File: src/rtl/skcm_pkg.sv
// Shared types and codes for the sorted key count merger.
package skcm_pkg;
   localparam logic [1:0] ACT_ADD       = 2'd0;
   localparam logic [1:0] ACT_FINISH    = 2'd1;
   localparam logic [1:0] ACT_READ_BKT  = 2'd2;
   localparam logic [1:0] ACT_READ_HIST = 2'd3;

   localparam logic [1:0] KIND_NONE   = 2'd0;
   localparam logic [1:0] KIND_RECORD = 2'd1;
   localparam logic [1:0] KIND_ORDER  = 2'd2;
   localparam logic [1:0] KIND_READ   = 2'd3;

   localparam int BKT_ADDR_BITS = 12;
   localparam int BKT_DEPTH     = 4096;
   localparam int HIST_ADDR_BITS = 10;
   localparam int HIST_DEPTH_C   = 1024;

   typedef struct packed {
      logic [1:0]  action;
      logic [11:0] key_prefix;
      logic [43:0] key_suffix;
      logic [31:0] add_count;
      logic [11:0] read_index;
   } req_type;

   typedef struct packed {
      logic [1:0]  kind;
      logic [11:0] rec_prefix;
      logic [43:0] rec_suffix;
      logic [31:0] rec_count;
      logic [63:0] read_data;
      logic [63:0] distinct_keys;
      logic [63:0] unique_keys;
      logic [63:0] total_count;
      logic [31:0] largest_count;
   } rsp_type;

   // Classified operation passed from front to back.
   typedef struct packed {
      logic [1:0]  kind;
      logic        emit;
      logic        rd_hist;
      logic        rd_zero;
      logic [11:0] rec_prefix;
      logic [43:0] rec_suffix;
      logic [31:0] rec_count;
      logic [11:0] read_index;
   } op_type;
endpackage

File: src/rtl/skcm_front.sv
// Front end: order check, merge of equal keys, classification.
module skcm_front
   import skcm_pkg::*;
#(
   parameter int PREFIX_BITS = 12,
   parameter int SUFFIX_BITS = 44,
   parameter int HIST_DEPTH  = 1024
) (
   input  logic    clock,
   input  logic    reset,
   input  logic    in_valid,
   input  req_type in_req,
   output logic    out_valid,
   output op_type  out_op,
   input  logic    out_ready,
   output logic    in_ready
);
   logic [11:0] pend_pre_ff, pend_pre_in;
   logic [43:0] pend_suf_ff, pend_suf_in;
   logic [31:0] pend_cnt_ff, pend_cnt_in;
   logic        valid_ff, valid_in;
   op_type      op_ff, op_in;
   logic [11:0] pre;
   logic [43:0] suf;
   logic [32:0] sum;
   logic        take;

   assign pre = in_req.key_prefix & 12'((64'd1 << PREFIX_BITS) - 64'd1);
   assign suf = in_req.key_suffix & 44'((SUFFIX_BITS >= 64) ? ~64'd0
                                         : ((64'd1 << SUFFIX_BITS) - 64'd1));
   assign sum = {1'b0, pend_cnt_ff} + {1'b0, in_req.add_count};
   assign in_ready = !valid_ff || out_ready;
   assign take = in_valid && in_ready;
   assign out_valid = valid_ff;
   assign out_op = op_ff;

   // Classify the item and advance the pending key.
   always_comb begin
      pend_pre_in = pend_pre_ff;
      pend_suf_in = pend_suf_ff;
      pend_cnt_in = pend_cnt_ff;
      op_in = '0;
      op_in.rec_prefix = pend_pre_ff;
      op_in.rec_suffix = pend_suf_ff;
      op_in.rec_count  = pend_cnt_ff;
      op_in.read_index = in_req.read_index;
      unique case (in_req.action)
         ACT_ADD: begin
            if (pre < pend_pre_ff || (pre == pend_pre_ff && suf < pend_suf_ff)) begin
               op_in.kind = KIND_ORDER;
            end else if (pre == pend_pre_ff && suf == pend_suf_ff) begin
               pend_cnt_in = sum[32] ? 32'hFFFF_FFFF : sum[31:0];
            end else begin
               op_in.emit = (pend_cnt_ff != '0);
               op_in.kind = op_in.emit ? KIND_RECORD : KIND_NONE;
               pend_pre_in = pre;
               pend_suf_in = suf;
               pend_cnt_in = in_req.add_count;
            end
         end
         ACT_FINISH: begin
            op_in.emit = (pend_cnt_ff != '0);
            op_in.kind = op_in.emit ? KIND_RECORD : KIND_NONE;
            pend_pre_in = '0;
            pend_suf_in = '0;
            pend_cnt_in = '0;
         end
         ACT_READ_BKT: begin
            op_in.kind = KIND_READ;
         end
         ACT_READ_HIST: begin
            op_in.kind = KIND_READ;
            op_in.rd_hist = 1'b1;
            op_in.rd_zero = (32'(in_req.read_index) >= 32'(HIST_DEPTH));
         end
         default: op_in.kind = KIND_NONE;
      endcase
      if (!op_in.emit) begin
         op_in.rec_prefix = '0;
         op_in.rec_suffix = '0;
         op_in.rec_count  = '0;
      end
   end

   // Hold the classified op until the back end takes it.
   always_comb begin
      valid_in = valid_ff;
      if (take) valid_in = 1'b1;
      else if (out_ready) valid_in = 1'b0;
   end

   always_ff @(posedge clock) begin
      if (reset) begin
         valid_ff <= 1'b0;
         pend_pre_ff <= '0;
         pend_suf_ff <= '0;
         pend_cnt_ff <= '0;
      end else begin
         valid_ff <= valid_in;
         if (take) begin
            pend_pre_ff <= pend_pre_in;
            pend_suf_ff <= pend_suf_in;
            pend_cnt_ff <= pend_cnt_in;
         end
      end
      if (take) op_ff <= op_in;
   end
endmodule

File: config.mk
export PLATFORM = sky130hd
export DESIGN_NAME = skcm_front
export DESIGN_NICKNAME = d
export VERILOG_FILES = /design/src/rtl/skcm_pkg.sv /design/src/rtl/skcm_front.sv
export SDC_FILE = /design/constraint.sdc
export NUM_CORES = 1
export LEC_CHECK = 0
export ABC_AREA = 1
export BUFFER_PORTS_ARGS = -buffer_cell sky130_fd_sc_hd__buf_4
export CAP_MARGIN = 40
export CELL_PAD_IN_SITES_DETAIL_PLACEMENT = 1
export CELL_PAD_IN_SITES_GLOBAL_PLACEMENT = 2
export CORE_MARGIN = 3
export CORE_UTILIZATION = 32
export DETAILED_ROUTE_END_ITERATION = 8
export PLACE_DENSITY = 0.81
export SLEW_MARGIN = 10
export SYNTH_ARGS = -nofsm -noshare
export SYNTH_HDL_FRONTEND = slang
export SYNTH_SLANG_ARGS = --single-unit
File: constraint.sdc
create_clock -name clock -period 5.4 [get_ports clock]
set_input_delay 0.54 -clock clock [delete_from_list [all_inputs] [get_ports clock]]
set_output_delay 0.54 -clock clock [all_outputs]
set_load 0.02 [all_outputs]
==> flow_summary.toml <==
[power_and_ir_drop]
switching_share_pct = 31.51
leakage_nw = 6.813
power_density_nw_per_um2 = 252.9
power_frac_seq_pct = 44.3
p_total_mw = 3.785
power.internal_mw = 2.593
ir_worst_vdd_mv = 0.2273
clkPwrFrac_pct = 34.4
pwr-share-comb_pct = 21.3
switchingPower_mw = 1.193

[worst_setup_path]
cp.required_ns = 5.60
r2r_slack_ns = 1.83
end_kind = "flip-flop"
reg2regPathDepth = 15
reg2reg_to = "out_op[69]"
cp_max_fo = 48
worstSetupPathType = "flip-flop to flip-flop"
worstPathArrival_ns = 3.77
worst_setup_path_start_kind = "flip-flop"
r2r_start = "pend_pre_ff[3]"

[routing]
drtIter0Drc = 483
vias_per_cell = 4.807
avgRoutedWirePerCell_um = 17.42
ant_nets = 0
vias = 11460
drt_wl_total_mm = 41.52
firstDrtPassIters = 5
post-route-drc-count = 0

[clock_tree]
cts_max_path_buffers = 2
cts_tree = "yes"
insertion_delay_ns = 0.46
htreeDepth = 4
clkTransAtPathRegs_ns = 0.07
cts_buffers = 17
post-cts-setup-buffer-count = 0
cts-resized-gates = 0
cts_sinks = 194
ctsHoldBuffers = 0
cts-root-buf = "clkbuf_16"

[synthesis]
synth_edf_count = 105
yosys_warnings = 0
avgSynthCellArea_um2 = 7.365
synth_compound_gate_area_share_pct = 8.499
seq_area_frac_synth_pct = 39.86
synth_simple_gate_area_share_pct = 30.70
syn_nets = 1876
syn-cell-area_um2 = 12380
ys_ff_latch = 194
synth_ff_type = "edfxtp_1"
async_reset_ff_share_pct = 0
synth_mux_area_share_pct = 0
synth_xor_area_share_pct = 0.2122
synth_top_family_by_area = "simple AND/OR/NAND/NOR gates"
yosys.area_share.adder_pct = 9.055
postSynthCellCount = 1681
yosysUniqueCellTypes = 42

[sta]
whs_ns = 0.2638
tns_ns = 0
tightest_slew_ns = 0.8774
setup_viol = 0
finalCritPeriodShare_pct = 66.11
maxSlewViolCount = 0
fin_skew_ns = 0.01507
hold_violations = 0
fmax_mhz = 280.1
slew_headroom_pct = 41.42
rsz0062_at_grt = "false"
finalCriticalPeriod_ns = 3.570
fin_ws_ns = 1.830

[final_layout]
nNetsFinal = 2055
syn_to_final_growth_pct = 20.88
instances_no_fill = 2384
n_antenna_cell = 0
layout-drive-gt1-share_pct = 19.75

[grt]
grt_first_pass_wirelength_mm = 65.81
grt_overflow = 0
grt_max_degree = 67
antenna_found_initial = 1
track_usage_pct = 20.12
grt_pass1_vias = 12020

[placed_design]
place_inst = 2352
place.gp.congestion = 0.8563
hpwl_mm = 30.94
portBuffers = 212
pre_cts_ws_ns = 1.517

[floorplanning]
dieHeight_um = 202.7
pin_count = 213
core_area_um2 = 37930
row_count = 71
fp.dieW_um = 202.7
dieArea_um2 = 41090
floorplan.initialDensity_pct = 32.64

[min_path]
min_from = "in_req[0]"
min_delay_path_depth = 1
hold_class = "input pin to flip-flop"
hold_path_end = "out_op[0]"

[status]
outcome = "completed"

[job]
max_cap_viol_count = 0
metal layers:
layer  wire length [um]  vias to the layer above  part of all wire, %  GRT usage, %
li1                   -                     5691                    -             -
met4                683                        0                  1.6         5.221
met2              19660                      189                   47         34.13
met3               1406                       35                  3.4         2.854
met5                  0                        -                    0             0
met1              19770                     5546                   48         27.02
registers in the layout, indices dropped and copies added, names as in the netlist:
name,flops
pend_pre_ff,12
out_op,105
pend_cnt_ff,32
pend_suf_ff,44
out_valid,1
synthesized netlist by cell type (6+ instances only):
library cell | n | area share, %
nand2_1 | 379 | 11
inv_1 | 278 | 8.4
nor2_1 | 275 | 8.3
edfxtp_1 | 105 | 25
a21oi_1 | 96 | 3.9
dfxtp_1 | 89 | 14
ha_1 | 88 | 8.9
nand4_1 | 65 | 3.3
nand3_1 | 60 | 2.4
nand2_2 | 42 | 2.1
a21oi_2 | 41 | 2.9
clkbuf_1 | 26 | 0.79
nor3_1 | 17 | 0.69
buf_2 | 14 | 0.57
o21ai_0 | 13 | 0.53
or2_2 | 13 | 0.66
buf_4 | 11 | 0.67
a21o_1 | 6 | 0.36
nor2_2 | 6 | 0.30
logic make-up (layout without fill, tap and decap cells):
group / after synthesis / in the layout
adders and majority gates: 89 / 89
DFF: 194 / 194
xor gates and xnor gates: 3 / 3
and+or+nand+nor: 878 / 878
buffers and inverters: 347 / 539
AOI/OAI and AO/OA: 170 / 170
power groups by stage:
stage	registers, mW	logic (mW)	clock network [mW]
final	1.68	0.808	1.30
after global routing	1.68	0.904	1.40
after CTS	1.68	0.819	1.35
after detailed placement	1.71	0.815	0
after global placement	1.71	0.795	0
after floorplan	1.76	0.451	0
area by class of cell:
| class | count | area (um^2) |
|---|---|---|
| timing repair buffer | 224 | 1727 |
| multi-input combinational | 1140 | 6016 |
| inverter | 283 | 1067 |
| sequential | 194 | 4935 |
| fill | 4717 | 22970 |
| clock buffer | 19 | 454.2 |
| clock inverter | 13 | 127.6 |
| tap | 511 | 639.4 |
through the flow:
stage               cell area (um^2)  utilization [%]
finish                         14970            39.45
global route                   14970            39.45
floorplan                      12380                -
CTS                            14970            39.45
global placement               14360            37.85
detailed placement             14380            37.92
cells in the final DEF, fill, tap and decap left out, types with 5 or more instances in the layout:
cell	n
a21oi_1	96
o21ai_0	13
nand3_1	60
nand2_1	379
o22ai_1	5
ha_1	88
nor2_1	274
nor2_2	6
nand4_1	65
nor3_1	17
buf_4	221
nand2_2	42
dfxtp_1	89
edfxtp_1	105
and2_1	5
inv_1	278
nand3b_1	5
clkbuf_16	18
or2_2	13
a21oi_2	40
a21o_1	6
worst max-delay path, stage by stage, from the launching register on:
cell and delay (ns):
dfxtp_1 0.35, inv_1 0.08, ha_1 0.30, nand2_1 0.06, inv_1 0.08, nand3_1 0.18, nor2_2 0.28, nand3_2 0.11
nor2_2 0.11, buf_4 0.34, nor3_1 0.08, nand4_1 0.12, nand2_1 0.11, inv_2 0.65, buf_12 0.35, nor2_1 0.08
worst max path at each step:
| stage | slack (ns) | end | cells past startpoint | start |
|---|---|---|---|---|
| after floorplan | 0.75 | out_op[0] | 5 | out_ready |
| after global placement | 1.65 | out_op[40] | 15 | in_req[91] |
| after detailed placement | 1.52 | out_op[37] | 15 | in_req[91] |
| after CTS | 1.75 | out_op[51] | 15 | pend_pre_ff[3] |
| after global routing | 1.58 | out_op[51] | 15 | pend_pre_ff[3] |
| final | 1.83 | out_op[69] | 15 | pend_pre_ff[3] |
(Power assumes the default switching activity.)
